--- config.mk ---
export PLATFORM = sky130hd
export DESIGN_NAME = byte_stream_frame_validator
export DESIGN_NICKNAME = d
export VERILOG_FILES = /design/src/rtl/bsfv_pkg.sv /design/src/rtl/bsfv_parser.sv /design/src/rtl/bsfv_queue.sv /design/src/rtl/bsfv_out.sv /design/src/rtl/byte_stream_frame_validator.sv
export SDC_FILE = /design/constraint.sdc
export NUM_CORES = 1
export LEC_CHECK = 0
export ABC_CLOCK_PERIOD_IN_PS = 11900
export BUFFER_PORTS_ARGS = -buffer_cell sky130_fd_sc_hd__buf_2
export CAP_MARGIN = 10
export CORE_MARGIN = 2
export CORE_UTILIZATION = 40
export DETAILED_ROUTE_END_ITERATION = 6
export GPL_TIMING_DRIVEN = 0
export SLEW_MARGIN = 10
export SYNTH_ARGS = -nofsm -noshare
export SYNTH_HDL_FRONTEND = slang
export SYNTH_SLANG_ARGS = --single-unit
--- constraint.sdc ---
create_clock -name clk -period 11.9 [get_ports clk]
set_clock_uncertainty 0.05 [all_clocks]
set_input_delay 1.785 -clock clk [delete_from_list [all_inputs] [get_ports clk]]
set_output_delay 1.785 -clock clk [all_outputs]
set_load 0.05 [all_outputs]
--- src/rtl/bsfv_pkg.sv ---
// ----------------------------------------------------------------------------
// bsfv_pkg
// Types, codes and sizes shared by the byte stream frame validator.
// ----------------------------------------------------------------------------
package bsfv_pkg;

    localparam int MAGIC_LEN = 4;
    localparam int NONCE_LEN = 12;
    localparam int TAG_LEN   = 16;

    localparam int BIF_W = 5;
    localparam logic [31:0] MIN_FRAME_SIZE = 32'(MAGIC_LEN + 1 + 28 + NONCE_LEN + 4 + TAG_LEN);

    localparam int FIFO_DEPTH = 4;
    localparam int FIFO_AW    = $clog2(FIFO_DEPTH);
    localparam int FIFO_CW    = $clog2(FIFO_DEPTH + 1);

    localparam int CFG_IDX_W = 2;

    typedef enum logic [CFG_IDX_W-1:0] {
        CFG_MAGIC   = 2'd0,
        CFG_VERSION = 2'd1,
        CFG_MAX_CT  = 2'd2
    } cfg_index_t;

    typedef enum logic [3:0] {
        PH_MAGIC   = 4'd0,
        PH_VERSION = 4'd1,
        PH_READER  = 4'd2,
        PH_DOOR    = 4'd3,
        PH_TS      = 4'd4,
        PH_SEQ     = 4'd5,
        PH_KEYVER  = 4'd6,
        PH_NONCE   = 4'd7,
        PH_CTLEN   = 4'd8,
        PH_CT      = 4'd9,
        PH_TAG     = 4'd10,
        PH_TRAIL   = 4'd11
    } phase_t;

    typedef enum logic [3:0] {
        FK_NONE   = 4'd0,
        FK_READER = 4'd1,
        FK_DOOR   = 4'd2,
        FK_TS     = 4'd3,
        FK_SEQ    = 4'd4,
        FK_KEYVER = 4'd5,
        FK_NONCE  = 4'd6,
        FK_CT     = 4'd7,
        FK_TAG    = 4'd8
    } field_kind_t;

    typedef enum logic [2:0] {
        ST_OK          = 3'd0,
        ST_TOO_SMALL   = 3'd1,
        ST_BAD_MAGIC   = 3'd2,
        ST_BAD_VERSION = 3'd3,
        ST_OVER_LIMIT  = 3'd4,
        ST_MISMATCH    = 3'd5,
        ST_TRAILING    = 3'd6
    } status_t;

    typedef struct packed {
        field_kind_t kind;
        logic [63:0] value;
        logic        frame_end;
        status_t     status;
    } result_t;

    typedef struct packed {
        logic    valid;
        result_t data;
    } queue_head_t;

    function automatic field_kind_t word_kind(input phase_t ph);
        field_kind_t k;
        case (ph)
            PH_READER: k = FK_READER;
            PH_DOOR:   k = FK_DOOR;
            PH_TS:     k = FK_TS;
            PH_SEQ:    k = FK_SEQ;
            PH_KEYVER: k = FK_KEYVER;
            default:   k = FK_NONE;
        endcase
        return k;
    endfunction

endpackage

--- src/rtl/bsfv_parser.sv ---
// ----------------------------------------------------------------------------
// bsfv_parser
// Front end: takes frame bytes, runs the phase machine and produces results.
// ----------------------------------------------------------------------------
module bsfv_parser
    import bsfv_pkg::*;
(
    input  logic                 clk,
    input  logic                 rst_n,
    input  logic                 cfg_we,
    input  logic [CFG_IDX_W-1:0] cfg_index,
    input  logic [63:0]          cfg_data,
    input  logic                 in_valid,
    input  logic                 in_ready,
    input  logic [7:0]           data_byte,
    input  logic                 last_byte,
    output logic                 push,
    output result_t              push_data
);

    logic [63:0] magic_reg;
    logic [7:0]  version_reg;
    logic [31:0] max_ct_reg;

    phase_t          phase_reg, phase_next;
    logic [BIF_W-1:0] bif_reg, bif_next;
    logic [63:0]     acc_reg, acc_next;
    logic [31:0]     ct_reg, ct_next;
    logic [31:0]     total_reg, total_next;
    status_t         err_reg, err_next;

    logic            accept;
    logic [BIF_W-1:0] bif_inc;
    logic [63:0]     acc_ins;
    logic [7:0]      magic_byte;
    logic [31:0]     ct_dec;
    logic [BIF_W-1:0] word_len;
    field_kind_t     kind;
    logic [63:0]     val;
    status_t         status;

    assign accept     = in_valid && in_ready;
    assign bif_inc    = bif_reg + BIF_W'(1);
    assign acc_ins    = acc_reg | ({56'd0, data_byte} << {bif_reg[2:0], 3'b000});
    assign magic_byte = 8'(magic_reg >> {bif_reg[2:0], 3'b000});
    assign ct_dec     = (ct_reg != 32'd0) ? (ct_reg - 32'd1) : ct_reg;
    assign word_len   = (phase_reg == PH_TS || phase_reg == PH_SEQ) ? BIF_W'(8) : BIF_W'(4);

    always_ff @(posedge clk or negedge rst_n)
    begin
        if (!rst_n)
        begin
            magic_reg   <= 64'd0;
            version_reg <= 8'd1;
            max_ct_reg  <= 32'd4096;
        end
        else if (cfg_we)
        begin
            case (cfg_index)
                CFG_MAGIC:   magic_reg   <= cfg_data;
                CFG_VERSION: version_reg <= cfg_data[7:0];
                CFG_MAX_CT:  max_ct_reg  <= cfg_data[31:0];
                default:     ;
            endcase
        end
    end

    always_ff @(posedge clk or negedge rst_n)
    begin
        if (!rst_n)
        begin
            phase_reg <= PH_MAGIC;
            bif_reg   <= '0;
            acc_reg   <= 64'd0;
            ct_reg    <= 32'd0;
            total_reg <= 32'd0;
            err_reg   <= ST_OK;
        end
        else
        begin
            phase_reg <= phase_next;
            bif_reg   <= bif_next;
            acc_reg   <= acc_next;
            ct_reg    <= ct_next;
            total_reg <= total_next;
            err_reg   <= err_next;
        end
    end

    always_comb
    begin
        phase_next = phase_reg;
        bif_next   = bif_reg;
        acc_next   = acc_reg;
        ct_next    = ct_reg;
        total_next = total_reg;
        err_next   = err_reg;
        kind       = FK_NONE;
        val        = 64'd0;
        status     = ST_OK;
        push       = 1'b0;

        if (accept)
        begin
            if (total_reg != 32'hFFFF_FFFF)
            begin
                total_next = total_reg + 32'd1;
            end

            if (err_reg == ST_OK)
            begin
                case (phase_reg)
                    PH_MAGIC:
                    begin
                        if (data_byte != magic_byte)
                        begin
                            err_next = ST_BAD_MAGIC;
                        end
                        bif_next = bif_inc;
                        if (bif_inc >= BIF_W'(MAGIC_LEN))
                        begin
                            bif_next   = '0;
                            phase_next = PH_VERSION;
                        end
                    end
                    PH_VERSION:
                    begin
                        if (data_byte != version_reg)
                        begin
                            err_next = ST_BAD_VERSION;
                        end
                        phase_next = PH_READER;
                    end
                    PH_READER, PH_DOOR, PH_TS, PH_SEQ, PH_KEYVER:
                    begin
                        acc_next = acc_ins;
                        bif_next = bif_inc;
                        if (bif_inc >= word_len)
                        begin
                            bif_next   = '0;
                            kind       = word_kind(phase_reg);
                            val        = acc_ins;
                            acc_next   = 64'd0;
                            phase_next = phase_t'(phase_reg + 4'd1);
                        end
                    end
                    PH_NONCE:
                    begin
                        kind     = FK_NONCE;
                        val      = {56'd0, data_byte};
                        bif_next = bif_inc;
                        if (bif_inc >= BIF_W'(NONCE_LEN))
                        begin
                            bif_next   = '0;
                            phase_next = PH_CTLEN;
                        end
                    end
                    PH_CTLEN:
                    begin
                        acc_next = acc_ins;
                        bif_next = bif_inc;
                        if (bif_inc >= BIF_W'(4))
                        begin
                            bif_next = '0;
                            acc_next = 64'd0;
                            if (acc_ins > {32'd0, max_ct_reg})
                            begin
                                err_next = ST_OVER_LIMIT;
                            end
                            else
                            begin
                                ct_next    = acc_ins[31:0];
                                phase_next = (acc_ins[31:0] != 32'd0) ? PH_CT : PH_TAG;
                            end
                        end
                    end
                    PH_CT:
                    begin
                        kind    = FK_CT;
                        val     = {56'd0, data_byte};
                        ct_next = ct_dec;
                        if (ct_dec == 32'd0)
                        begin
                            phase_next = PH_TAG;
                        end
                    end
                    PH_TAG:
                    begin
                        kind     = FK_TAG;
                        val      = {56'd0, data_byte};
                        bif_next = bif_inc;
                        if (bif_inc >= BIF_W'(TAG_LEN))
                        begin
                            bif_next   = '0;
                            phase_next = PH_TRAIL;
                        end
                    end
                    default:
                    begin
                        err_next = ST_TRAILING;
                    end
                endcase
            end

            if (last_byte)
            begin
                if (total_next < MIN_FRAME_SIZE)
                begin
                    status = ST_TOO_SMALL;
                end
                else if (err_next != ST_OK)
                begin
                    status = err_next;
                end
                else if (phase_next != PH_TRAIL)
                begin
                    status = ST_MISMATCH;
                end
                phase_next = PH_MAGIC;
                bif_next   = '0;
                acc_next   = 64'd0;
                ct_next    = 32'd0;
                total_next = 32'd0;
                err_next   = ST_OK;
            end

            push = last_byte || (kind != FK_NONE);
        end

        push_data.kind      = kind;
        push_data.value     = val;
        push_data.frame_end = last_byte;
        push_data.status    = status;
    end

endmodule

--- src/rtl/bsfv_queue.sv ---
// ----------------------------------------------------------------------------
// bsfv_queue
// Short result queue between the parser and the output stage.
// ----------------------------------------------------------------------------
module bsfv_queue
    import bsfv_pkg::*;
(
    input  logic        clk,
    input  logic        rst_n,
    input  logic        push,
    input  result_t     push_data,
    output logic        not_full,
    input  logic        pop,
    output queue_head_t head
);

    result_t              mem [FIFO_DEPTH];
    logic [FIFO_AW-1:0]   wr_ptr_reg, wr_ptr_next;
    logic [FIFO_AW-1:0]   rd_ptr_reg, rd_ptr_next;
    logic [FIFO_CW-1:0]   count_reg, count_next;
    logic                 do_pop;

    assign not_full   = count_reg != FIFO_CW'(FIFO_DEPTH);
    assign head.valid = count_reg != '0;
    assign head.data  = mem[rd_ptr_reg];
    assign do_pop     = pop && head.valid;

    always_comb
    begin
        wr_ptr_next = push ? (wr_ptr_reg + FIFO_AW'(1)) : wr_ptr_reg;
        rd_ptr_next = do_pop ? (rd_ptr_reg + FIFO_AW'(1)) : rd_ptr_reg;
        count_next  = count_reg + FIFO_CW'(push) - FIFO_CW'(do_pop);
    end

    always_ff @(posedge clk)
    begin
        if (push)
        begin
            mem[wr_ptr_reg] <= push_data;
        end
    end

    always_ff @(posedge clk or negedge rst_n)
    begin
        if (!rst_n)
        begin
            wr_ptr_reg <= '0;
            rd_ptr_reg <= '0;
            count_reg  <= '0;
        end
        else
        begin
            wr_ptr_reg <= wr_ptr_next;
            rd_ptr_reg <= rd_ptr_next;
            count_reg  <= count_next;
        end
    end

endmodule

--- src/rtl/bsfv_out.sv ---
// ----------------------------------------------------------------------------
// bsfv_out
// Back end: output register that drives the master stream.
// ----------------------------------------------------------------------------
module bsfv_out
    import bsfv_pkg::*;
(
    input  logic        clk,
    input  logic        rst_n,
    input  queue_head_t head,
    output logic        pop,
    output logic        m_tvalid,
    input  logic        m_tready,
    output logic [71:0] m_tdata,
    output logic [3:0]  m_tuser,
    output logic        m_tlast
);

    logic    valid_reg, valid_next;
    result_t data_reg;

    assign pop = head.valid && (!valid_reg || m_tready);

    always_comb
    begin
        valid_next = valid_reg;
        if (pop)
        begin
            valid_next = 1'b1;
        end
        else if (m_tready)
        begin
            valid_next = 1'b0;
        end
    end

    always_ff @(posedge clk or negedge rst_n)
    begin
        if (!rst_n)
        begin
            valid_reg <= 1'b0;
        end
        else
        begin
            valid_reg <= valid_next;
        end
    end

    always_ff @(posedge clk)
    begin
        if (pop)
        begin
            data_reg <= head.data;
        end
    end

    assign m_tvalid = valid_reg;
    assign m_tdata  = {5'd0, data_reg.status, data_reg.value};
    assign m_tuser  = data_reg.kind;
    assign m_tlast  = data_reg.frame_end;

endmodule

--- src/rtl/byte_stream_frame_validator.sv ---
// ----------------------------------------------------------------------------
// byte_stream_frame_validator
// Checks a framed byte stream and emits header words and payload bytes.
// ----------------------------------------------------------------------------
// path: each result is written from the parser into the result queue and from the
// queue into the output register, which offers it on the master side
// throughput: one byte per cycle; the four-entry result queue drops s_tready
// only when it is full because the master side is stalled
// reset: frame state cleared, registers at magic 0, version 1, limit 4096
module byte_stream_frame_validator
    import bsfv_pkg::*;
(
    input  logic                 clk,
    input  logic                 rst_n,
    input  logic                 cfg_we,
    input  logic [CFG_IDX_W-1:0] cfg_index,
    input  logic [63:0]          cfg_data,
    input  logic                 s_tvalid,
    output logic                 s_tready,
    input  logic [7:0]           s_tdata,   // data_byte
    input  logic                 s_tlast,   // last_byte
    output logic                 m_tvalid,
    input  logic                 m_tready,
    output logic [71:0]          m_tdata,   // field_value[63:0], status[66:64], zero
    output logic [3:0]           m_tuser,   // field_kind
    output logic                 m_tlast    // frame_end
);

    logic        push;
    result_t     push_data;
    logic        pop;
    queue_head_t head;

    bsfv_parser u_parser (
        .clk       (clk),
        .rst_n     (rst_n),
        .cfg_we    (cfg_we),
        .cfg_index (cfg_index),
        .cfg_data  (cfg_data),
        .in_valid  (s_tvalid),
        .in_ready  (s_tready),
        .data_byte (s_tdata),
        .last_byte (s_tlast),
        .push      (push),
        .push_data (push_data)
    );

    bsfv_queue u_queue (
        .clk       (clk),
        .rst_n     (rst_n),
        .push      (push),
        .push_data (push_data),
        .not_full  (s_tready),
        .pop       (pop),
        .head      (head)
    );

    bsfv_out u_out (
        .clk      (clk),
        .rst_n    (rst_n),
        .head     (head),
        .pop      (pop),
        .m_tvalid (m_tvalid),
        .m_tready (m_tready),
        .m_tdata  (m_tdata),
        .m_tuser  (m_tuser),
        .m_tlast  (m_tlast)
    );

endmodule

==> results.md, run 1 <==
| Step | Item | Reported |
|---|---|---|
| global routing | Wire length of the first global-routing pass | 122,000 um |
| sta | Final critical delay including setup and external delays | 7.42 ns |
| detailed routing | Length of routed met2 wiring | 38,800 um |
| logic synthesis | Leading cell types by total area after synthesis | sky130_fd_sc_hd__edfxtp_1, sky130_fd_sc_hd__dfrtp_1, sky130_fd_sc_hd__mux4_2 |
| clock tree | Root Driver | sky130_fd_sc_hd__clkbuf_16 |
| logic synthesis | Number of enable-type register cells in the synthesized netlist | 360 |
| sta | Max-Slew Margin vs Limit | 0.227 |
| global routing | Global route overflow | 0 |
| run | Max capacitance violation total | 0 |
| layout | Number of flip-flops under the largest register name | 288 |
| logic synthesis | Count of synthesis-stage warnings from yosys | 0 |
| logic synthesis | Number of storage elements in the synthesis netlist | 612 |
| sta | Hold violation count in the final report | 0 |
| logic synthesis | Syn Inst Count | 2,223 |
| logic synthesis | Proportion of synthesized flip-flops having asynchronous set or reset | 0.412 |
| global routing | Via count of the first global-routing pass | 19,802 |
| worst setup path | Largest fanout of any net on the critical path | 10 |
| layout | Final Instance Count excl. Fillers | 3,453 |
| sta | Count of final setup violators | 0 |
| clock tree | Number of gates resized after cts | 0 |
| pwr | Leakage | 0.0126 uW |
| detailed routing | Number of detailed-route iterations in the first pass | 5 |
| die | Die width | 270 um |
| die | Vertical extent of the die | 270 um |
| sta | Total negative setup slack | 0 ns |
| detailed routing | Uppermost routed layer | met5 |
| sta | Timing-limited maximum frequency | 135 MHz |
| die | Total die area | 72,900 um2 |
| sta | Tcrit/Tclk final | 0.624 |
| clock tree | Clk pin slew, worst setup/hold paths | 0.06 ns |
| logic synthesis | Area of the mapped netlist | 28,300 um2 |
| die | Core Rows | 97 |
| layout | Largest Register | u_queue.mem |
| logic synthesis | Cell type with the largest total area after synthesis | sky130_fd_sc_hd__edfxtp_1 |
| layout | Most frequent cells in the layout | sky130_fd_sc_hd__edfxtp_1, sky130_fd_sc_hd__dfrtp_1, sky130_fd_sc_hd__nor2_1 |
| clock tree | CTS tree | yes |
| place | Final weighted congestion in routability-driven placement | 0.918 |
| global routing | Number of antenna violations at the first check in global routing | 1 |
| sta | Slew at the pin closest to its max-slew limit | 1.15 ns |
| detailed routing | Vias | 19,583 |
| clock tree | CTS Buf Count | 69 |
| pwr | Cell Pwr Density | 231 nW/um2 |
| place | Detail Placement HPWL | 56,300 um |
| place | Cells after DPL | 3,324 |
| detailed routing | Detailed Route Iter0 Violations | 1,745 |
| die | Initial Utilization | 0.404 |
| clock tree | Clk buf depth | 3 |
| sta | Setup repair after global routing missed its margin | false |
| sta | Final Max Slew Viols | 0 |
| logic synthesis | Unique cell type count in the Yosys netlist | 95 |
| detailed routing | Detailed route wirelength on metal3 | 5200 um |
| detailed routing | Final routed DRC violation total | 0 |
| clock tree | Setup fix buffers added after clock tree synthesis | 0 |
| clock tree | Skew-Pair Late Insertion Delay | 0.62 ns |
| detailed routing | Drt via density | 5.67 |
| layout | Commonest non-fill, non-tap cell in the layout | sky130_fd_sc_hd__edfxtp_1 |
| worst setup path | Capturing element type of the critical path | flop |
| status | Outcome | finished, final reports clean |
| clock tree | H-tree depth | 3 |
| hold path | Class of the most critical hold timing path | flop to flop |
| logic synthesis | Sequential cell area fraction in the yosys report | 0.605 |
| die | I/O pin cnt | 159 |
| worst setup path | Startpoint kind of the worst setup timing path | flop |
| clock tree | Hold buffer count at CTS | 0 |
| detailed routing | Routed wire length | 79,900 um |
| worst setup path | WP data required | 12.15 ns |
| sta | Post-Route Hold Slack | 0.436 ns |
| layout | Post-synthesis to final-layout area growth | 15.5% |
| detailed routing | Detailed-route wire length on metal 1 | 33,500 um |
| logic synthesis | Yosys top cell area share | 0.382 |
| global routing | Global Route Usage Sum | 0.219 |
| detailed routing | Final ANT Viol Nets | 0 |
| global routing | Largest net degree at the start of global routing | 106 |
| place | IO Port Bufs | 147 |
| worst setup path | CP Data Arrival Time | 7.67 ns |
| die | Standard cell core area | 70,000 um2 |
| worst setup path | Critical Setup Path Class | flop to flop |
| logic synthesis | Post-Syn Area per Cell | 12.7 um2 |
| logic synthesis | Most used flip-flop cell after synthesis | sky130_fd_sc_hd__edfxtp_1 |
| detailed routing | Avg WL per Cell | 23.1 um |
| pwr | Maximum VDD drop | 140 uV |
| layout | Net count, final | 2,584 |
| clock tree | # clock sinks | 612 |
| layout | Share of post-route cells with drive strength above 1 | 0.203 |
cells by family (layout without fill, tap and decap cells):
family          count (synthesis)  after routing  synth area share
compound gates                491            491             0.107
xor+xnor                       38             38            0.0118
fa+ha+maj                      49             49            0.0219
buf+inv                       235            519            0.0342
flops                         612            612             0.605
mux                           210            210             0.116
other cells                     1              7          0.000132
simple gates                  587            587             0.105
worst paths after layout:
check | startpoint | end | cells past startpoint | slack, ns
min in group asynchronous | rst_n | u_queue.rd_ptr_reg[1]$_DFFE_PN0P_ | 1 | 1.09
hold reg to reg | u_parser.acc_reg[16]$_DFFE_PN0P_ | u_parser.acc_reg[16]$_DFFE_PN0P_ | 2 | 0.44
hold / removal | u_parser.acc_reg[16]$_DFFE_PN0P_ | u_parser.acc_reg[16]$_DFFE_PN0P_ | 2 | 0.44
setup reg to reg | u_parser.bif_reg[2]$_DFFE_PN0P_ | u_queue.mem[3][12]$_DFFE_PP_ | 17 | 4.48
max in group asynchronous | rst_n | u_parser.max_ct_reg[28]$_DFFE_PN0P_ | 2 | 9.72
setup / recovery | u_parser.bif_reg[2]$_DFFE_PN0P_ | u_queue.mem[3][12]$_DFFE_PP_ | 17 | 4.48
stage by stage:
step                      worst slack, ns  utilization  power [uW]  instance area (um2)
final                                4.48        0.467        7560                32700
after global routing                 4.12        0.467        7910                32700
after CTS                            4.45        0.467        7610                32700
after detailed placement             4.49        0.436        5520                30500
after global placement               2.36        0.432        5480                30200
after floorplan                      4.87            -        4690                28300
cells in the mapped netlist (16+ instances only):
cell type	number
sky130_fd_sc_hd__mux2_2	109
sky130_fd_sc_hd__nor4_1	35
sky130_fd_sc_hd__nor2b_1	17
sky130_fd_sc_hd__inv_1	84
sky130_fd_sc_hd__a31oi_1	24
sky130_fd_sc_hd__nand4_1	33
sky130_fd_sc_hd__clkbuf_1	109
sky130_fd_sc_hd__xnor2_1	22
sky130_fd_sc_hd__o21ai_0	158
sky130_fd_sc_hd__xor2_1	16
sky130_fd_sc_hd__edfxtp_1	360
sky130_fd_sc_hd__dfrtp_1	250
sky130_fd_sc_hd__nand3_1	38
sky130_fd_sc_hd__a22oi_1	16
sky130_fd_sc_hd__mux4_2	84
sky130_fd_sc_hd__ha_1	48
sky130_fd_sc_hd__and2_1	19
sky130_fd_sc_hd__buf_1	20
sky130_fd_sc_hd__nor3_1	43
sky130_fd_sc_hd__a21oi_1	149
sky130_fd_sc_hd__nor2_1	177
sky130_fd_sc_hd__mux2i_1	17
sky130_fd_sc_hd__nand2_1	131
sky130_fd_sc_hd__a22o_1	21
metal layers:
metal  track usage  vias up
li1              -     8871
met1         0.287     9885
met2         0.364      671
met3        0.0393      154
met4        0.0795        2
met5             0        -
report_power, final:
| part | total [uW] | switching [uW] | internal [uW] |
|---|---|---|---|
| Clock | 2070 | 884 | 1190 |
| Sequential | 2820 | 156 | 2670 |
| Combinational | 2660 | 1790 | 877 |
final cells by class:
| type | count | area [um2] |
|---|---|---|
| sequential | 612 | 17100 |
| multi-input combinational | 1380 | 10300 |
| clock inverter | 35 | 324 |
| inverter | 85 | 319 |
| antenna | 2 | 5.00 |
| tap | 940 | 1180 |
| clock buffer | 92 | 1870 |
| fill | 6313 | 37300 |
| buffer | 150 | 648 |
| timing repair buffer | 157 | 982 |
worst max-delay path, stage by stage, from the launching register on:
cell and delay, ns:
sky130_fd_sc_hd__dfrtp_1 0.32, sky130_fd_sc_hd__clkbuf_1 0.27, sky130_fd_sc_hd__clkbuf_1 0.47, sky130_fd_sc_hd__buf_2 0.46, sky130_fd_sc_hd__buf_2 0.43, sky130_fd_sc_hd__buf_1 0.78
sky130_fd_sc_hd__clkbuf_1 0.57, sky130_fd_sc_hd__clkbuf_1 0.45, sky130_fd_sc_hd__xnor2_1 0.15, sky130_fd_sc_hd__ha_1 0.29, sky130_fd_sc_hd__nand2_1 0.06, sky130_fd_sc_hd__o21ai_0 0.12
sky130_fd_sc_hd__a211oi_1 0.68, sky130_fd_sc_hd__nor2_1 0.37, sky130_fd_sc_hd__nand3_1 0.29, sky130_fd_sc_hd__clkbuf_1 0.57, sky130_fd_sc_hd__buf_1 0.53, sky130_fd_sc_hd__nor2_1 0.20
(Power assumes the default switching activity.)
==> run 2: changes to the inputs <==
Settings changed: ABC_CLOCK_PERIOD_IN_PS 11900 to 7500.
Clock period 11.9 ns to 7.5 ns, I/O delays scaled along.
==> run 2 against run 1 <==
Maximum frequency up 3.6%. Sequential cell count unchanged. Non-clock buffer count down 1. Register-to-register slack worse by 4.1 ns. Cell count about the same. Highest routed layer unchanged.
==> results.md, run 2 (synthesis results as in run 1) <==
| Step | Item | Reported | Delta |
|---|---|---|---|
| status | Outcome | finished, final reports clean |  |
| pwr | Comb pwr share | 0.352 | about the same |
| sta | Setup repair after global routing missed its margin | false |  |
| pwr | Switching Fraction | 0.374 | about the same |
| sta | Final critical delay including setup and external delays | 7.17 ns | -0.258 ns |
| global routing | Wire length of the first global-routing pass | 122,000 um | unchanged |
| worst setup path | Largest fanout of any net on the critical path | 10 | unchanged |
| layout | Share of post-route cells with drive strength above 1 | 0.203 | +0.000479 |
| global routing | Global route overflow | 0 | unchanged |
| die | Total die area | 72,900 um2 | unchanged |
| layout | Post-route design area | 32,700 um2 | about the same |
| clock tree | Clk pin slew, worst setup/hold paths | 0.06 ns | about the same |
| clock tree | Skew-Pair Late Insertion Delay | 0.62 ns | about the same |
| sta | Max-Slew Margin vs Limit | 0.225 | -0.00249 |
| detailed routing | Number of detailed-route iterations in the first pass | 5 | unchanged |
| clock tree | Clk buf depth | 3 | unchanged |
| worst setup path | Capturing element type of the critical path | flop |  |
| detailed routing | Vias | 19,650 | +0.34% |
| die | Core Rows | 97 | unchanged |
| detailed routing | Routed wire length | 79,700 um | -0.30% |
| layout | Largest Register | u_queue.mem |  |
| clock tree | Number of gates resized after cts | 0 | unchanged |
| worst setup path | WP data required | 7.75 ns | -4.40 ns |
| layout | # fillers | 6,313 | unchanged |
| pwr | Relative contribution of the clock network to total power | 0.274 | about the same |
| layout | Commonest non-fill, non-tap cell in the layout | sky130_fd_sc_hd__edfxtp_1 |  |
| sta | Hold violation count in the final report | 0 | unchanged |
| sta | Count of final setup violators | 0 | unchanged |
| global routing | Number of antenna violations at the first check in global routing | 1 | unchanged |
| detailed routing | Detailed Route Iter0 Violations | 1,729 | -0.92% |
| pwr | Tot Pwr | 12,000 uW | +59% |
| layout | Post-synthesis to final-layout area growth | 15.5% | about the same |
| clock tree | # clock sinks | 612 | unchanged |
| layout | Final Instance Count excl. Fillers | 3,452 | -0.029% |
| sta | Timing-limited maximum frequency | 140 MHz | +3.6% |
| worst setup path | Critical Setup Path Class | flop to flop |  |
| sta | Tcrit/Tclk final | 0.955 | +0.332 |
| sta | Slew at the pin closest to its max-slew limit | 1.16 ns | +0.00372 ns |
| detailed routing | Drt via density | 5.69 | +0.37% |
| detailed routing | Avg WL per Cell | 23.1 um | -0.27% |
| sta | Final Max Slew Viols | 0 | unchanged |
| clock tree | H-tree depth | 3 | unchanged |
| pwr | Maximum VDD drop | 223 uV | +59% |
| pwr | Internal Dissipation | 7500 uW | +59% |
| die | Initial Utilization | 0.404 | unchanged |
| hold path | Class of the most critical hold timing path | primary input to asynchronous set/reset pin |  |
| layout | Most frequent cells in the layout | sky130_fd_sc_hd__edfxtp_1, sky130_fd_sc_hd__dfrtp_1, sky130_fd_sc_hd__nor2_1 |  |
| layout | Number of flip-flops under the largest register name | 288 | unchanged |
| pwr | Part of the power in registers | 0.374 | about the same |
| die | Vertical extent of the die | 270 um | unchanged |
| global routing | Global Route Usage Sum | 0.219 | unchanged |
| place | Detail Placement HPWL | 56,300 um | unchanged |
| run | Max capacitance violation total | 0 | unchanged |
| sta | Post-Route Hold Slack | 0.433 ns | -0.00326 ns |
| place | Cells after DPL | 3,324 | unchanged |
| die | I/O pin cnt | 159 | unchanged |
| place | Cell Area, Placed | 30,500 um2 | unchanged |
| worst setup path | Startpoint kind of the worst setup timing path | flop |  |
| global routing | Largest net degree at the start of global routing | 106 | unchanged |
| global routing | Via count of the first global-routing pass | 19,802 | unchanged |
| detailed routing | Final routed DRC violation total | 0 | unchanged |
| worst setup path | CP Data Arrival Time | 7.41 ns | -0.26 ns |
| clock tree | Setup fix buffers added after clock tree synthesis | 0 | unchanged |
| place | IO Port Bufs | 147 | unchanged |
| clock tree | CTS Buf Count | 69 | unchanged |
| pwr | Cell Pwr Density | 366 nW/um2 | +59% |
| detailed routing | Final ANT Viol Nets | 0 | unchanged |
| clock tree | Hold buffer count at CTS | 0 | unchanged |
| die | Die width | 270 um | unchanged |
| clock tree | Root Driver | sky130_fd_sc_hd__clkbuf_16 |  |
| pwr | Leakage | 0.0126 uW | about the same |
| sta | Crit path setup slack, layout | 0.335 ns | -4.14 ns |
| place | Final weighted congestion in routability-driven placement | 0.918 | unchanged |
| clock tree | CTS tree | yes |  |
| layout | Net count, final | 2,583 | -0.039% |
| place | Post-place setup slack | 0.0945 ns | -4.40 ns |
| die | Standard cell core area | 70,000 um2 | unchanged |
| pwr | Sw power | 4480 uW | +58% |
## run 2: changes by cell type in the layout (fill, tap and decap cells not counted)
cell and change:
sky130_fd_sc_hd__clkbuf_2 +1, sky130_fd_sc_hd__clkbuf_1 -1, sky130_fd_sc_hd__buf_1 -1
## run 2: power groups by stage
stage	registers [uW]	clock network, uW	logic (uW)
floorplan	5170	0	2270
global placement	4580	0	4110
detailed placement	4550	0	4220
CTS	4480	3350	4230
global route	4540	3480	4530
finish	4480	3280	4220
## run 2: cell type report
class	instances	area (um2)	share of cell area
diodes	2	5.00	0.000153
plain buffers	149	646	0.0197
clock buffers	92	1870	0.0573
clock inverters	35	324	0.00991
inverters	85	319	0.00975
multi-input cells	1380	10300	0.314
flip-flops and latches	612	17100	0.523
well taps	940	1180	0.0360
repair buffers	157	982	0.0300
## run 2: path summary, 6_finish.rpt
check | end | cells after the start | from | slack (ns)
setup / recovery | u_queue.mem[0][16]$_DFFE_PP_ | 17 | u_parser.bif_reg[2]$_DFFE_PN0P_ | 0.33
hold / removal | u_queue.rd_ptr_reg[1]$_DFFE_PN0P_ | 1 | rst_n | 0.43
setup reg to reg | u_queue.mem[0][16]$_DFFE_PP_ | 17 | u_parser.bif_reg[2]$_DFFE_PN0P_ | 0.33
hold reg to reg | u_parser.acc_reg[3]$_DFFE_PN0P_ | 2 | u_parser.acc_reg[3]$_DFFE_PN0P_ | 0.43
max in group asynchronous | u_parser.magic_reg[30]$_DFFE_PN0P_ | 2 | rst_n | 5.97
min in group clk | u_parser.acc_reg[3]$_DFFE_PN0P_ | 2 | u_parser.acc_reg[3]$_DFFE_PN0P_ | 0.43
## run 2: metrics by stage
| step | TNS, ns | utilization |
|---|---|---|
| 2_1_floorplan | 0 | - |
| 3_3_place_gp | -581.27 | 0.432 |
| 3_5_place_dp | 0 | 0.436 |
| 4_1_cts | 0 | 0.467 |
| 5_1_grt | 0 | 0.467 |
| 6_report | 0 | 0.467 |
## run 2: critical path, stage by stage, from the launching register on
cell                       delay, ns
sky130_fd_sc_hd__dfrtp_1        0.32
sky130_fd_sc_hd__clkbuf_1       0.26
sky130_fd_sc_hd__clkbuf_1       0.49
sky130_fd_sc_hd__buf_2          0.47
sky130_fd_sc_hd__buf_2          0.45
sky130_fd_sc_hd__clkbuf_2       0.47
sky130_fd_sc_hd__clkbuf_1       0.55
sky130_fd_sc_hd__clkbuf_1       0.44
sky130_fd_sc_hd__xnor2_1        0.15
sky130_fd_sc_hd__ha_1           0.29
sky130_fd_sc_hd__nand2_1        0.06
sky130_fd_sc_hd__o21ai_0        0.12
sky130_fd_sc_hd__a211oi_1       0.67
sky130_fd_sc_hd__nor2_1         0.38
sky130_fd_sc_hd__nand3_1        0.31
sky130_fd_sc_hd__clkbuf_1       0.58
sky130_fd_sc_hd__buf_1          0.56
sky130_fd_sc_hd__nor2_1         0.20
## run 2: metal layers
| layer | vias up | GRT usage | routed length (um) |
|---|---|---|---|
| li1 | 8875 | - | - |
| met1 | 9953 | 0.287 | 33800 |
| met2 | 668 | 0.364 | 38600 |
| met3 | 152 | 0.0393 | 4780 |
| met4 | 2 | 0.0795 | 2440 |
| met5 | - | 0 | 19 |
